### config.mk
export PLATFORM = sky130hd
export DESIGN_NAME = delta_list_timer_queue
export DESIGN_NICKNAME = d
export VERILOG_FILES = /design/src/design/dltq_pkg.sv /design/src/design/dltq_ctrl.sv /design/src/design/dltq_datapath.sv /design/src/design/delta_list_timer_queue.sv
export SDC_FILE = /design/constraint.sdc
export NUM_CORES = 1
export LEC_CHECK = 0
export BUFFER_PORTS_ARGS = -buffer_cell sky130_fd_sc_hd__buf_2
export CORE_MARGIN = 2
export CORE_UTILIZATION = 60
export DETAILED_ROUTE_END_ITERATION = 7
export PLACE_DENSITY_LB_ADDON = 0.3
export SLEW_MARGIN = 20
export SYNTH_ARGS = -nofsm -noshare
export SYNTH_HDL_FRONTEND = slang
export SYNTH_SLANG_ARGS = --single-unit
### constraint.sdc
create_clock -name aclk -period 10.4 [get_ports aclk]
set_clock_uncertainty 0.2 [all_clocks]
set_input_delay 2.08 -clock aclk [delete_from_list [all_inputs] [get_ports aclk]]
set_output_delay 2.08 -clock aclk [all_outputs]
set_load 0.03 [all_outputs]
### src/design/dltq_pkg.sv
// Shared types, sizes and codes for the delta-list timer queue.
// No dependencies; used by dltq_ctrl, dltq_datapath and delta_list_timer_queue.
package dltq_pkg;

    localparam int unsigned TIMER_SLOTS   = 16;
    localparam int unsigned DELAY_BITS    = 32;
    localparam int unsigned ID_BITS       = 4;
    localparam int unsigned IN_DELAY_BITS = 32;
    localparam int unsigned OPCODE_BITS   = 2;
    localparam int unsigned STATUS_BITS   = 2;
    localparam int unsigned NUM_IDS       = 2 ** ID_BITS;
    localparam int unsigned SLOT_BITS     = (TIMER_SLOTS > 1) ? $clog2(TIMER_SLOTS) : 1;
    localparam int unsigned COUNT_BITS    = $clog2(TIMER_SLOTS + 1);
    localparam int unsigned WIDE_BITS     =
        (DELAY_BITS > IN_DELAY_BITS) ? DELAY_BITS : IN_DELAY_BITS;

    typedef logic [ID_BITS-1:0]       id_t;
    typedef logic [DELAY_BITS-1:0]    delta_t;
    typedef logic [COUNT_BITS-1:0]    count_t;
    typedef logic [SLOT_BITS-1:0]     step_t;
    typedef logic [IN_DELAY_BITS-1:0] in_delay_t;

    localparam delta_t DELTA_MAX = '1;

    typedef enum logic [OPCODE_BITS-1:0] {
        OP_TICK   = 2'd0,
        OP_ADD    = 2'd1,
        OP_REMOVE = 2'd2
    } opcode_t;

    typedef enum logic [STATUS_BITS-1:0] {
        ST_OK     = 2'd0,
        ST_FULL   = 2'd1,
        ST_ABSENT = 2'd2,
        ST_DUP    = 2'd3
    } status_t;

    typedef enum logic {
        KIND_ACK    = 1'b0,
        KIND_EXPIRY = 1'b1
    } kind_t;

    typedef struct packed {
        id_t    id;
        delta_t delta;
    } slot_t;

    // controller -> datapath
    typedef struct packed {
        logic    load;
        logic    add_step;
        logic    rem_step;
        logic    tick_dec;
        logic    tick_emit;
        logic    ack_emit;
        status_t ack_status;
    } dp_cmd_t;

    // datapath -> controller
    typedef struct packed {
        logic count_zero;
        logic full;
        logic in_present;
        logic head_expired;
        logic pass_last;
        logic out_free;
    } dp_stat_t;

    // saturate to the delta width, zero delay counts as one tick
    function automatic delta_t clamp_delay(input in_delay_t d);
        logic [WIDE_BITS-1:0] d_wide;
        delta_t               r;
        d_wide = WIDE_BITS'(d);
        if (d_wide > WIDE_BITS'(DELTA_MAX)) begin
            r = DELTA_MAX;
        end else begin
            r = delta_t'(d_wide);
        end
        if (r == '0) begin
            r = delta_t'(1);
        end
        return r;
    endfunction

endpackage

### src/design/dltq_ctrl.sv
// Sequencer for the timer queue: decodes each item and steps the datapath.
// Depends on dltq_pkg.
module dltq_ctrl (
    input  logic                aclk,
    input  logic                aresetn,
    input  logic                s_valid,
    output logic                s_ready,
    input  logic [dltq_pkg::OPCODE_BITS-1:0] s_opcode,
    input  dltq_pkg::dp_stat_t  st,
    output dltq_pkg::dp_cmd_t   cmd
);

    typedef enum logic [2:0] {
        S_IDLE,
        S_ADD_PASS,
        S_REM_PASS,
        S_ACK,
        S_TICK_DEC,
        S_TICK_CHK
    } state_t;

    state_t                state_reg, state_next;
    dltq_pkg::status_t     ack_status_reg, ack_status_next;

    assign s_ready = (state_reg == S_IDLE);

    always_comb begin
        state_next      = state_reg;
        ack_status_next = ack_status_reg;
        cmd             = '0;
        cmd.ack_status  = ack_status_reg;
        case (state_reg)
            S_IDLE: begin
                if (s_valid) begin
                    cmd.load = 1'b1;
                    case (s_opcode)
                        dltq_pkg::OP_TICK: begin
                            if (!st.count_zero) begin
                                state_next = S_TICK_DEC;
                            end
                        end
                        dltq_pkg::OP_ADD: begin
                            if (st.in_present) begin
                                ack_status_next = dltq_pkg::ST_DUP;
                                state_next      = S_ACK;
                            end else if (st.full) begin
                                ack_status_next = dltq_pkg::ST_FULL;
                                state_next      = S_ACK;
                            end else begin
                                state_next = S_ADD_PASS;
                            end
                        end
                        dltq_pkg::OP_REMOVE: begin
                            if (!st.in_present) begin
                                ack_status_next = dltq_pkg::ST_ABSENT;
                                state_next      = S_ACK;
                            end else begin
                                state_next = S_REM_PASS;
                            end
                        end
                        default: begin
                            state_next = S_IDLE;
                        end
                    endcase
                end
            end
            S_ADD_PASS: begin
                cmd.add_step = 1'b1;
                if (st.pass_last) begin
                    ack_status_next = dltq_pkg::ST_OK;
                    state_next      = S_ACK;
                end
            end
            S_REM_PASS: begin
                cmd.rem_step = 1'b1;
                if (st.pass_last) begin
                    ack_status_next = dltq_pkg::ST_OK;
                    state_next      = S_ACK;
                end
            end
            S_ACK: begin
                if (st.out_free) begin
                    cmd.ack_emit = 1'b1;
                    state_next   = S_IDLE;
                end
            end
            S_TICK_DEC: begin
                cmd.tick_dec = 1'b1;
                state_next   = S_TICK_CHK;
            end
            S_TICK_CHK: begin
                // drain every head entry that has reached zero
                if (!st.head_expired) begin
                    state_next = S_IDLE;
                end else if (st.out_free) begin
                    cmd.tick_emit = 1'b1;
                end
            end
            default: begin
                state_next = S_IDLE;
            end
        endcase
    end

    always_ff @(posedge aclk) begin
        if (!aresetn) begin
            state_reg <= S_IDLE;
        end else begin
            state_reg <= state_next;
        end
        ack_status_reg <= ack_status_next;
    end

`ifndef NO_ASSERTIONS
    // the head can only be at zero while a tick is still draining it
    a_idle_head_live: assert property (@(posedge aclk) disable iff (!aresetn)
        (state_reg == S_IDLE) |-> !st.head_expired)
        else $error("head entry expired outside a tick");
`endif

endmodule

### src/design/dltq_datapath.sv
// Timer list datapath: a rotating ring of slots, occupancy bitmap and result register.
// Depends on dltq_pkg.
module dltq_datapath (
    input  logic                              aclk,
    input  logic                              aresetn,
    input  dltq_pkg::id_t                     s_timer_id,
    input  dltq_pkg::in_delay_t               s_delay_ticks,
    input  dltq_pkg::dp_cmd_t                 cmd,
    output dltq_pkg::dp_stat_t                st,
    output logic                              m_valid,
    input  logic                              m_ready,
    output logic                              m_kind,
    output dltq_pkg::id_t                     m_timer_id_res,
    output logic [dltq_pkg::STATUS_BITS-1:0]  m_status,
    output logic                              m_last
);

    localparam int unsigned N = dltq_pkg::TIMER_SLOTS;
    localparam int unsigned DB = dltq_pkg::DELAY_BITS;

    // slot 0 is the list head; every rotation pops slot 0 and pushes at the tail
    dltq_pkg::slot_t  slot_reg  [N];
    dltq_pkg::slot_t  slot_next [N];
    dltq_pkg::count_t count_reg, count_next;
    logic [dltq_pkg::NUM_IDS-1:0] present_reg, present_next;
    dltq_pkg::step_t  step_reg, step_next;
    logic             flag_reg, flag_next;
    dltq_pkg::id_t    op_id_reg, op_id_next;
    dltq_pkg::delta_t rem_reg, rem_next;
    dltq_pkg::slot_t  carry_reg, carry_next;

    logic                             m_valid_reg, m_valid_next;
    logic                             m_kind_reg, m_kind_next;
    dltq_pkg::id_t                    m_id_reg, m_id_next;
    logic [dltq_pkg::STATUS_BITS-1:0] m_status_reg, m_status_next;
    logic                             m_last_reg, m_last_next;

    dltq_pkg::slot_t  head;
    dltq_pkg::slot_t  second;
    dltq_pkg::slot_t  push;
    logic             shift;
    logic             head_valid;
    logic [DB:0]      sub_wide;
    logic             rem_ge;
    logic             pass_last;

    assign head       = slot_reg[0];
    assign second     = slot_reg[1];
    assign head_valid = dltq_pkg::count_t'(step_reg) < count_reg;
    assign sub_wide   = {1'b0, rem_reg} - {1'b0, head.delta};
    assign rem_ge     = !sub_wide[DB];
    assign pass_last  = (step_reg == dltq_pkg::step_t'(N - 1));

    assign st.count_zero   = (count_reg == '0);
    assign st.full         = (count_reg == dltq_pkg::count_t'(N));
    assign st.in_present   = present_reg[s_timer_id];
    assign st.head_expired = (count_reg != '0) && (head.delta == '0);
    assign st.pass_last    = pass_last;
    assign st.out_free     = !m_valid_reg || m_ready;

    always_comb begin
        slot_next     = slot_reg;
        count_next    = count_reg;
        present_next  = present_reg;
        step_next     = step_reg;
        flag_next     = flag_reg;
        op_id_next    = op_id_reg;
        rem_next      = rem_reg;
        carry_next    = carry_reg;
        m_valid_next  = m_valid_reg && !m_ready;
        m_kind_next   = m_kind_reg;
        m_id_next     = m_id_reg;
        m_status_next = m_status_reg;
        m_last_next   = m_last_reg;
        push          = head;
        shift         = 1'b0;

        if (cmd.load) begin
            op_id_next = s_timer_id;
            rem_next   = dltq_pkg::clamp_delay(s_delay_ticks);
            flag_next  = 1'b0;
            step_next  = '0;
        end

        // add: copy entries while the remaining delay covers them, then place the
        // new timer and run the rest one slot late through the carry register
        if (cmd.add_step) begin
            shift     = 1'b1;
            step_next = step_reg + 1'b1;
            if (!flag_reg) begin
                if (head_valid && rem_ge) begin
                    push     = head;
                    rem_next = sub_wide[DB-1:0];
                end else begin
                    push.id          = op_id_reg;
                    push.delta       = rem_reg;
                    flag_next        = 1'b1;
                    carry_next.id    = head.id;
                    carry_next.delta = head.delta - rem_reg;
                end
            end else begin
                push       = carry_reg;
                carry_next = head;
            end
            if (pass_last) begin
                count_next              = count_reg + 1'b1;
                present_next[op_id_reg] = 1'b1;
            end
        end

        // remove: from the target onwards push the next slot, one ahead
        if (cmd.rem_step) begin
            shift     = 1'b1;
            step_next = step_reg + 1'b1;
            if (!flag_reg) begin
                if (head_valid && (head.id == op_id_reg)) begin
                    flag_next  = 1'b1;
                    push.id    = second.id;
                    push.delta = second.delta + head.delta;
                end else begin
                    push = head;
                end
            end else begin
                push = second;
            end
            if (pass_last) begin
                count_next              = count_reg - 1'b1;
                present_next[op_id_reg] = 1'b0;
            end
        end

        if (cmd.tick_dec) begin
            if (head.delta != '0) begin
                slot_next[0].delta = head.delta - 1'b1;
            end
        end

        if (cmd.tick_emit) begin
            shift                = 1'b1;
            count_next           = count_reg - 1'b1;
            present_next[head.id] = 1'b0;
            m_valid_next         = 1'b1;
            m_kind_next          = dltq_pkg::KIND_EXPIRY;
            m_id_next            = head.id;
            m_status_next        = dltq_pkg::ST_OK;
            m_last_next          = !((count_reg > dltq_pkg::count_t'(1)) &&
                                     (second.delta == '0));
        end

        if (cmd.ack_emit) begin
            m_valid_next  = 1'b1;
            m_kind_next   = dltq_pkg::KIND_ACK;
            m_id_next     = op_id_reg;
            m_status_next = cmd.ack_status;
            m_last_next   = 1'b1;
        end

        if (shift) begin
            for (int i = 0; i < N - 1; i++) begin
                slot_next[i] = slot_reg[i + 1];
            end
            slot_next[N - 1] = push;
        end
    end

    always_ff @(posedge aclk) begin
        if (!aresetn) begin
            count_reg   <= '0;
            present_reg <= '0;
            step_reg    <= '0;
            flag_reg    <= 1'b0;
            m_valid_reg <= 1'b0;
        end else begin
            count_reg   <= count_next;
            present_reg <= present_next;
            step_reg    <= step_next;
            flag_reg    <= flag_next;
            m_valid_reg <= m_valid_next;
        end
    end

    always_ff @(posedge aclk) begin
        slot_reg     <= slot_next;
        op_id_reg    <= op_id_next;
        rem_reg      <= rem_next;
        carry_reg    <= carry_next;
        m_kind_reg   <= m_kind_next;
        m_id_reg     <= m_id_next;
        m_status_reg <= m_status_next;
        m_last_reg   <= m_last_next;
    end

    assign m_valid        = m_valid_reg;
    assign m_kind         = m_kind_reg;
    assign m_timer_id_res = m_id_reg;
    assign m_status       = m_status_reg;
    assign m_last         = m_last_reg;

`ifndef NO_ASSERTIONS
    a_count_bound: assert property (@(posedge aclk) disable iff (!aresetn)
        count_reg <= dltq_pkg::count_t'(N))
        else $error("entry count beyond slot count");

    a_bitmap_count: assert property (@(posedge aclk) disable iff (!aresetn)
        $countones(present_reg) == int'(count_reg))
        else $error("occupancy bitmap disagrees with entry count");

    a_no_overwrite: assert property (@(posedge aclk) disable iff (!aresetn)
        (cmd.ack_emit || cmd.tick_emit) |-> (!m_valid_reg || m_ready))
        else $error("result register overwritten before transfer");
`endif

endmodule

### src/design/delta_list_timer_queue.sv
// Top level of the delta-list timer queue: controller plus datapath.
// Depends on dltq_pkg, dltq_ctrl and dltq_datapath.
//
//   channel  direction  handshake           payload
//   s_       in         s_valid / s_ready   s_opcode, s_timer_id, s_delay_ticks
//   m_       out        m_valid / m_ready   m_kind, m_timer_id_res, m_status, m_last
//
// Add or remove of a new timer: accept, a pass rotating the whole slot ring,
// then load the acknowledgement. Rejected add or remove: accept, then load the
// acknowledgement. Ignored opcode: accepted only. Tick: accept, decrement the
// head delta, then emit one expiry per expired head entry; empty queue: accept only.
// Synchronous reset clears the count and occupancy bitmap.
// A result held by m_ready low stalls the next result; s_ready stays low until that one is emitted.
module delta_list_timer_queue (
    input  logic                                aclk,
    input  logic                                aresetn,
    input  logic                                s_valid,
    output logic                                s_ready,
    input  logic [dltq_pkg::OPCODE_BITS-1:0]    s_opcode,
    input  logic [dltq_pkg::ID_BITS-1:0]        s_timer_id,
    input  logic [dltq_pkg::IN_DELAY_BITS-1:0]  s_delay_ticks,
    output logic                                m_valid,
    input  logic                                m_ready,
    output logic                                m_kind,
    output logic [dltq_pkg::ID_BITS-1:0]        m_timer_id_res,
    output logic [dltq_pkg::STATUS_BITS-1:0]    m_status,
    output logic                                m_last
);

    dltq_pkg::dp_cmd_t  cmd;
    dltq_pkg::dp_stat_t st;

    dltq_ctrl u_ctrl (
        .aclk     (aclk),
        .aresetn  (aresetn),
        .s_valid  (s_valid),
        .s_ready  (s_ready),
        .s_opcode (s_opcode),
        .st       (st),
        .cmd      (cmd)
    );

    dltq_datapath u_datapath (
        .aclk           (aclk),
        .aresetn        (aresetn),
        .s_timer_id     (s_timer_id),
        .s_delay_ticks  (s_delay_ticks),
        .cmd            (cmd),
        .st             (st),
        .m_valid        (m_valid),
        .m_ready        (m_ready),
        .m_kind         (m_kind),
        .m_timer_id_res (m_timer_id_res),
        .m_status       (m_status),
        .m_last         (m_last)
    );

endmodule
**Word-level counts from Yosys, hierarchy flattened**

Cells that the tools add are included.

- Flip-flop bits (word level): 688

- Add/subtract/negate cells: 7
- Order comparisons: 8
- Equal/unequal tests: 19
- Multiplexer cells: 79
- Bitwise gates (word level): 5
- Reduce and logical (&&, ||, !) cells: 30

Operators with widths:

| kind | number |
|---|---|
| two-way mux 572 bit | 1 |
| two-way mux 32 bit | 9 |
| two-way mux 36 bit | 8 |
| logical NOT 32 bit | 3 |
| two-way mux 16 bit | 5 |
| subtractor 32 x 32 -> 33 bit | 1 |
| adder 32 bit | 1 |
| AND 16 bit | 2 |
| greater-than comparator 32 bit (second input constant) | 1 |
| NOT 16 bit | 2 |
| nonzero test 32 bit | 1 |
| subtractor 32 x 1 -> 32 bit (second input constant) | 1 |
| subtractor 32 bit | 1 |
| two-way mux 1 bit | 25 |
| two-way mux 5 bit | 5 |
| two-way mux 4 bit | 5 |
| two-way mux 3 bit | 6 |
| two-way mux 2 bit | 8 |
| bitwise OR 16 bit | 1 |
| < comparator 4 x 5 -> 1 bit (second input constant) | 3 |
| case mux 3 bit (5 select lines) | 1 |
| case mux 3 bit (3 select lines) | 1 |
| demux 1 bit (select 4 bit) | 2 |
| >= comparator 4 x 1 -> 1 bit (second input constant) | 2 |
| 33 further kinds | 53 |

**Logic depth before layout (Yosys ltp)**

Gate-level depths: netlist of the first run.

- Depth after elaboration: 12
- Depth in mapped cells: 15
- Gate-level depth less buffers: 12

**Modules after synthesis**

From an unflattened synthesis of the first run, not the netlist that was laid out.

- Cells, all modules: 2,253
- Area, all modules: 30,125.1 um^2

Modules (own cells, without submodules):

| module | instances | cells each | area each (um^2) | seq. area each (um^2) |
|---|---|---|---|---|
| dltq_datapath | 1 | 2,205 | 29,687.2 | 19,899.1 |
| dltq_ctrl | 1 | 48 | 437.9 | 120.1 |

**Worst setup path after synthesis of the first run**

No wires, ideal clock.

- Path type: reg2reg
- From: register u_datapath.slot_reg, in the netlist u_datapath.head[1]
- To: register u_datapath.slot_reg, in the netlist u_datapath.head[24], data pin
- Library setup time: 0.151 ns
- Arrival time: 5.841 ns
- Data required time: 10.049 ns
- Path slack: 4.208 ns
- Stages on the path, launching flop included: 14
- Path buffers: 3
- Clock period less this slack: 6.192 ns
- Cells stage by stage: edfxtp_1 > inv_1 > ha_1 > or3b_2 > nor3_1 > nand3_2 > or4_4 > or2_1 > buf_6 > nand2_4 > buf_8 > buf_6 > nand2_1 > o21ai_2

RTL lines:

| item | RTL line | source |
|---|---|---|
| start, declared | dltq_datapath.sv:22 | `dltq_pkg::slot_t slot_reg [N];` |
| start signal, assigned | dltq_datapath.sv:183 | `slot_reg <= slot_next;` |

==> impl_metrics.ini, run 1 <==
[outcome]
result_of_the_run = finished, violations left
violated_checks = DRC

[placed_design]
dp_hpwl_um = 43800
dp_cells = 2841
io_buffer_count = 51
gpl.final_weighted_congestion = 0.995

[cells_and_area]
number_of_flip_flops_under_the_largest_register_name = 504
regArea_um2 = 20000
n_fill_cell = 3535
finish.cell_count_without_fillers = 2972
share_of_post_route_cells_with_drive_strength_above_1 = 0.0954
multi_input_gate_area_um2 = 8940
final_net_count = 2397
area_overhead_vs_synth_pct = 10.2
mostFrequentLayoutCells = 624 x sky130_fd_sc_hd__edfxtp_1, 151 x sky130_fd_sc_hd__nand2_1, 150 x sky130_fd_sc_hd__a21oi_1, 138 x sky130_fd_sc_hd__nor2_1, 108 x sky130_fd_sc_hd__o21ai_0
layout_commonest_cell = sky130_fd_sc_hd__edfxtp_1

[floorplan]
die_height_um = 226
die_x_um = 226
design.core.area_um2 = 49000
boundaryPins = 52
num_rows = 81
floorplan.initialDensity = 0.607
die_area_um2 = 51300

[synthesis]
synth-edff-count = 624
ys_seq_area_frac = 0.674
synth-main-ff-cell = sky130_fd_sc_hd__edfxtp_1
synth_nets = 2358
synthesis.yosys.warnings = 0
syn-cell-area_um2 = 29700
synth-async-reset-ratio = 0
postSynthRegisterBits = 688
syn_inst = 2211
yosysUniqueCellTypes = 80
avgSynthCellArea_um2 = 13.4

[detailed_routing]
detailroute.via_count = 18500
drt_first_iter_violations = 1984
routed_wire_length_per_instance_um = 22.4
routed_wl_um = 66700
post-route-drc-count = 1
dr.pass1.iters = 8
vias_per_cell = 6.24
route.antenna.remaining_nets = 0

[sta]
timing.final.max_slew_violations = 0
maximum_clock_rate_mhz = 177
final.setup.tns_ns = 0
report.final.hold_viol_count = 0
timing_worst_slew_pin_value_ns = 1.05
timing.final.crit_period_ns = 5.64
setup_viol_count_final = 0
slew_headroom = 0.296
finalCritPeriodShare = 0.543
min_hold_slack_ns = 0.209
rsz0062_at_grt = no

[cts]
cts.repair.resized = 0
clock_insertion_delay_worst_skew_ns = 0.60
cts.reportedPaths.clkPinSlew_ns = 0.06
clock_path_buffers = 3
cts_root_buf = sky130_fd_sc_hd__clkbuf_16
clock_sinks = 688
numCtsBuffers = 71
cts_post_setup_buffers_inserted = 0
cts_max_level = 3
cts-hold-fix-buffers = 0
cts_tree = yes

[global_routing]
first_pass_grt_wire_length_um = 101000
vias_in_the_first_global_route = 17500
gr-usage-all-layers = 0.261
globalRoute.totalOverflow = 0
grt_max_degree = 203
antenna_found_initial = 2

[setup_path]
timing.reg2reg.worst_path_depth = 11
cp_slowest_stage_delay_ns = 0.73
sequence_of_cells_on_the_critical_path = inv_1, ha_1, or3b_2, nor3_1, nand3_2, or4_4, or2_1, nand2_8, buf_12, a21oi_1, a21o_1
worst_r2r_startpoint = u_datapath.head[1]
regToRegSetupSlack_ns = 4.76
worst_setup_path_start_kind = flip-flop
required_ns = 10.56
regToRegEndpoint = u_datapath.head[5]
critPathMaxFanout = 202
worstSetupPathType = flip-flop to flip-flop
path_buf_inv = 2
path_delay_family = simple AND/OR/NAND/NOR gates
worst_path_max_delay_cell = sky130_fd_sc_hd__buf_12
endpoint_kind = flip-flop
cp_data_arrival_time_ns = 5.80

[min_path]
min_path_cells = 0
hold_class = flip-flop to flip-flop
min_delay_worst_endpoint = u_datapath.second[26]
hold_path_startpoint = u_datapath.slot_reg[494]

[run]
max_cap_violations = 0
per-stage QoR:
step | setup slack, ns | area, um2 | util
global route | 4.51 | 32700 | 0.669
CTS | 4.81 | 32700 | 0.669
detailed placement | 4.79 | 30500 | 0.624
finish | 4.76 | 32700 | 0.669
floorplan | 4.21 | 29700 | -
global placement | 4.97 | 30500 | 0.624
cells by family (layout without fill, tap and decap cells):
| group | count (synthesis) | after routing | share of synthesized area |
|---|---|---|---|
| AND/OR/NAND/NOR | 502 | 502 | 0.0811 |
| AO/OA/AOI/OAI | 595 | 595 | 0.133 |
| buffers and inverters | 193 | 289 | 0.0265 |
| XOR/XNOR | 112 | 112 | 0.0330 |
| other | 0 | 1 | 0 |
| multiplexers | 16 | 16 | 0.00779 |
| flip-flops | 688 | 688 | 0.674 |
| adder cells (fa/ha/maj) | 105 | 105 | 0.0450 |
worst max-delay path by stage:
stage                     slack, ns  cells after the start             endpoint          startpoint
after floorplan                4.21                     13  u_datapath.head[24]  u_datapath.head[1]
after global placement         4.97                     10   u_datapath.head[9]  u_datapath.head[1]
after detailed placement       4.79                     10   u_datapath.head[7]  u_datapath.head[1]
after CTS                      4.81                     10   u_datapath.head[7]  u_datapath.head[1]
after global routing           4.51                     10   u_datapath.head[7]  u_datapath.head[1]
final                          4.76                     11   u_datapath.head[5]  u_datapath.head[1]
layout make-up:
| cell class | count | area share |
|---|---|---|
| well taps | 664 | 0.0254 |
| repair buffers | 69 | 0.0127 |
| flip-flops and latches | 688 | 0.612 |
| diodes | 1 | 0.0000764 |
| multi-input cells | 1330 | 0.273 |
| inverters | 90 | 0.0103 |
| clock buffers | 90 | 0.0577 |
| clock inverters | 40 | 0.00921 |
synthesized netlist by cell type, types with 5 or more instances:
cell | number | area share
sky130_fd_sc_hd__edfxtp_1 | 624 | 0.63
sky130_fd_sc_hd__o221ai_1 | 25 | 0.0074
sky130_fd_sc_hd__o22ai_1 | 5 | 0.0011
sky130_fd_sc_hd__nor2_1 | 141 | 0.018
sky130_fd_sc_hd__xor2_1 | 45 | 0.013
sky130_fd_sc_hd__nor2b_1 | 15 | 0.0032
sky130_fd_sc_hd__and3_1 | 13 | 0.0027
sky130_fd_sc_hd__o31ai_1 | 15 | 0.0038
sky130_fd_sc_hd__a21oi_1 | 151 | 0.025
sky130_fd_sc_hd__inv_1 | 90 | 0.011
sky130_fd_sc_hd__a22oi_1 | 19 | 0.0048
sky130_fd_sc_hd__or3_1 | 12 | 0.0025
sky130_fd_sc_hd__o21bai_1 | 14 | 0.0035
sky130_fd_sc_hd__mux4_2 | 5 | 0.0038
sky130_fd_sc_hd__a221o_1 | 19 | 0.0064
sky130_fd_sc_hd__buf_2 | 5 | 0.00084
sky130_fd_sc_hd__o21ai_2 | 9 | 0.0027
sky130_fd_sc_hd__nor4_1 | 30 | 0.0063
sky130_fd_sc_hd__o211ai_1 | 17 | 0.0043
sky130_fd_sc_hd__nand2_1 | 151 | 0.019
sky130_fd_sc_hd__nand4_1 | 30 | 0.0063
sky130_fd_sc_hd__clkbuf_1 | 81 | 0.010
sky130_fd_sc_hd__buf_1 | 10 | 0.0013
sky130_fd_sc_hd__nor3_1 | 26 | 0.0044
sky130_fd_sc_hd__and2_1 | 13 | 0.0027
sky130_fd_sc_hd__a222oi_1 | 13 | 0.0044
sky130_fd_sc_hd__a211oi_1 | 38 | 0.0096
sky130_fd_sc_hd__a221oi_1 | 5 | 0.0015
sky130_fd_sc_hd__mux2_2 | 7 | 0.0027
sky130_fd_sc_hd__a21boi_0 | 5 | 0.0013
sky130_fd_sc_hd__xnor2_1 | 67 | 0.020
sky130_fd_sc_hd__o21a_1 | 9 | 0.0023
sky130_fd_sc_hd__ha_1 | 102 | 0.043
sky130_fd_sc_hd__o21ai_1 | 21 | 0.0035
sky130_fd_sc_hd__o21ai_0 | 108 | 0.018
sky130_fd_sc_hd__nand2b_1 | 19 | 0.0040
sky130_fd_sc_hd__dfxtp_1 | 64 | 0.043
sky130_fd_sc_hd__or2_2 | 7 | 0.0015
sky130_fd_sc_hd__a21o_1 | 62 | 0.016
sky130_fd_sc_hd__a31oi_1 | 20 | 0.0042
sky130_fd_sc_hd__nand3_1 | 25 | 0.0042
per-layer routing:
layer	track usage	vias to the layer above	routed length (um)
li1	-	8533	-
met1	0.370	9023	29100
met2	0.402	808	30000
met3	0.0503	168	4920
met4	0.104	2	2600
met5	0	-	14
Power of run 1 is not shown: default switching activity piles up to over one toggle a cycle in this logic, so the estimate is an artifact.
==> run 2, diff against run 1 <==
--- a/config.mk
+++ b/config.mk
@@ -7,7 +7,7 @@
 export LEC_CHECK = 0
 export BUFFER_PORTS_ARGS = -buffer_cell sky130_fd_sc_hd__buf_2
 export CORE_MARGIN = 2
-export CORE_UTILIZATION = 60
+export CORE_UTILIZATION = 57
 export DETAILED_ROUTE_END_ITERATION = 7
 export PLACE_DENSITY_LB_ADDON = 0.3
 export SLEW_MARGIN = 20
==> constraint.sdc (replaced) <==
create_clock -name aclk -period 4.5 [get_ports aclk]
set_clock_uncertainty 0.2 [all_clocks]
set_input_delay 0.9 -clock aclk [delete_from_list [all_inputs] [get_ports aclk]]
set_output_delay 0.9 -clock aclk [all_outputs]
set_load 0.03 [all_outputs]
==> run 2 against run 1 <==
The run now ends clean. Global-route usage is 0.10 points lower. Worst hold slack worse by 0.014 ns. Non-clock buffer count is 46 higher. Sequential cell count stayed put. Count of clock-buffer cells in the layout is 7 lower. Fmax is 32% higher. Design area is 2.4% higher. First-iteration DRC count is 5.5% lower. Sequential share of layout area is 1.4 points lower. Die area is 5.2% higher. Via count is 0.94% higher. Critical endpoint is now u_datapath.slot_reg[16]. Largest cell class unchanged.
==> impl_metrics.ini, run 2 (synthesis results as in run 1) <==
[floorplan]
die_x_um = 232
design.core.area_um2 = 51400
boundaryPins = 52
num_rows = 83
die_height_um = 232
floorplan.initialDensity = 0.578
die_area_um2 = 53900

[cells_and_area]
final_net_count = 2443
final_std_cell_area_no_fill_um2 = 33500
finish.cell_count_without_fillers = 3035
mostFrequentLayoutCells = 624 x sky130_fd_sc_hd__edfxtp_1, 150 x sky130_fd_sc_hd__nand2_1, 150 x sky130_fd_sc_hd__a21oi_1, 139 x sky130_fd_sc_hd__nor2_1, 108 x sky130_fd_sc_hd__o21ai_0
area_overhead_vs_synth_pct = 12.8
share_of_post_route_cells_with_drive_strength_above_1 = 0.120
layout_commonest_cell = sky130_fd_sc_hd__edfxtp_1
finish.utilization = 0.652
number_of_flip_flops_under_the_largest_register_name = 504
number_of_inserted_diodes = 0

[cts]
cts_root_buf = sky130_fd_sc_hd__clkbuf_16
numCtsBuffers = 71
cts_max_level = 3
cts_post_setup_buffers_inserted = 0
cts_tree = yes
clock_insertion_delay_worst_skew_ns = 0.62
cts.reportedPaths.clkPinSlew_ns = 0.06
clock_sinks = 688
cts-hold-fix-buffers = 0
clock_path_buffers = 3

[power_and_ir_drop]
totalPowerFinal_mw = 30.7
power.switching_fraction = 0.378
peakVddDrop_mv = 0.454
power_leakage_nw = 12.0
intPower_mw = 19.1
clkPwrFrac = 0.196
power.share.sequential = 0.417
comb_power_share = 0.386
switching_power_mw = 11.6
power_density_nw_per_um2 = 915

[placed_design]
io_buffer_count = 51
dp_cells = 2903
dp_hpwl_um = 46700
preCtsSetupSlack_ns = 0.233
gpl.final_weighted_congestion = 0.984
place_area_um2 = 31100

[sta]
report.final.hold_viol_count = 0
final.setup.tns_ns = 0
timing_worst_slew_pin_value_ns = 0.950
rsz0062_at_grt = no
timing.final.max_slew_violations = 0
maximum_clock_rate_mhz = 235
min_hold_slack_ns = 0.195
slew_headroom = 0.360
finalWorstSetupSlack_ns = 0.236
timing.final.crit_period_ns = 4.26
setup_viol_count_final = 0
finalCritPeriodShare = 0.948

[detailed_routing]
detailroute.via_count = 18700
post-route-drc-count = 0
routed_wl_um = 69600
vias_per_cell = 6.16
route.antenna.remaining_nets = 0
routed_wire_length_per_instance_um = 22.9
dr.pass1.iters = 6
drt_first_iter_violations = 1875

[global_routing]
first_pass_grt_wire_length_um = 106000
gr-usage-all-layers = 0.260
grt_max_degree = 104
antenna_found_initial = 1
vias_in_the_first_global_route = 18200
globalRoute.totalOverflow = 0

[setup_path]
cp_data_arrival_time_ns = 4.36
critPathMaxFanout = 9
worst_setup_path_start_kind = flip-flop
endpoint_kind = flip-flop
required_ns = 4.59
worstSetupPathType = flip-flop to flip-flop

[min_path]
hold_class = flip-flop to flip-flop

[run]
max_cap_violations = 0

[outcome]
result_of_the_run = complete, no violations
==> run 2: cell count changes in the layout (fill, tap and decap cells not counted), sizes merged <==
cell	previous run	this run
bufinv	3	9
clkinv	29	32
clkinvlp	5	3
clkbuf	90	83
inv	93	95
diode	1	0
buf	69	115
==> run 2: final timing paths <==
kind	startpoint	end	slack, ns	cells past startpoint
worst min-delay path	u_datapath.slot_reg[382]	u_datapath.slot_reg[418]	0.20	0
worst min register to register	u_datapath.slot_reg[382]	u_datapath.slot_reg[418]	0.20	0
worst max-delay path	u_datapath.head[7]	u_datapath.slot_reg[16]	0.24	11
worst max register to register	u_datapath.head[7]	u_datapath.slot_reg[16]	0.24	11
==> run 2: layout make-up <==
type | instances | area, um2
fillers | 3758 | 17900
multi-input cells | 1330 | 8980
flip-flops and latches | 688 | 20000
repair buffers | 115 | 911
inverters | 90 | 338
clock inverters | 49 | 544
well taps | 680 | 851
clock buffers | 83 | 1870
==> run 2: worst max-delay path: stages, from the launching register on <==
cell,delay (ns)
sky130_fd_sc_hd__edfxtp_1,0.57
sky130_fd_sc_hd__inv_1,0.09
sky130_fd_sc_hd__ha_1,0.42
sky130_fd_sc_hd__nand2_1,0.28
sky130_fd_sc_hd__nor2_1,0.13
sky130_fd_sc_hd__nand4_1,0.15
sky130_fd_sc_hd__a31oi_1,0.12
sky130_fd_sc_hd__o21a_1,0.26
sky130_fd_sc_hd__o211ai_1,0.38
sky130_fd_sc_hd__a21oi_1,0.26
sky130_fd_sc_hd__a21oi_1,0.77
sky130_fd_sc_hd__o221ai_1,0.29
==> run 2: power by group through the flow <==
| stage | Sequential, mW | Combinational (mW) | Clock, mW |
|---|---|---|---|
| finish | 12.8 | 11.8 | 6.02 |
| global route | 13.0 | 12.9 | 6.40 |
| CTS | 12.8 | 11.6 | 6.16 |
| detailed placement | 12.8 | 11.6 | 0 |
| global placement | 12.7 | 11.4 | 0 |
| floorplan | 12.3 | 8.30 | 0 |
==> run 2: per-layer routing <==
metal | wire [um] | global-route usage | vias to the layer above
met4 | 2580 | 0.111 | 0
met3 | 4830 | 0.0441 | 168
met1 | 29700 | 0.357 | 9168
met5 | 0 | 0 | -
li1 | - | - | 8612
met2 | 32400 | 0.413 | 761
==> run 2: repair_timing <==
action | CTS | global route
setup endpoints to repair | 0 | 1
gates resized for setup | 0 | 1
endpoints found under the hold margin | 0 | 0
(Power assumes the default switching activity.)
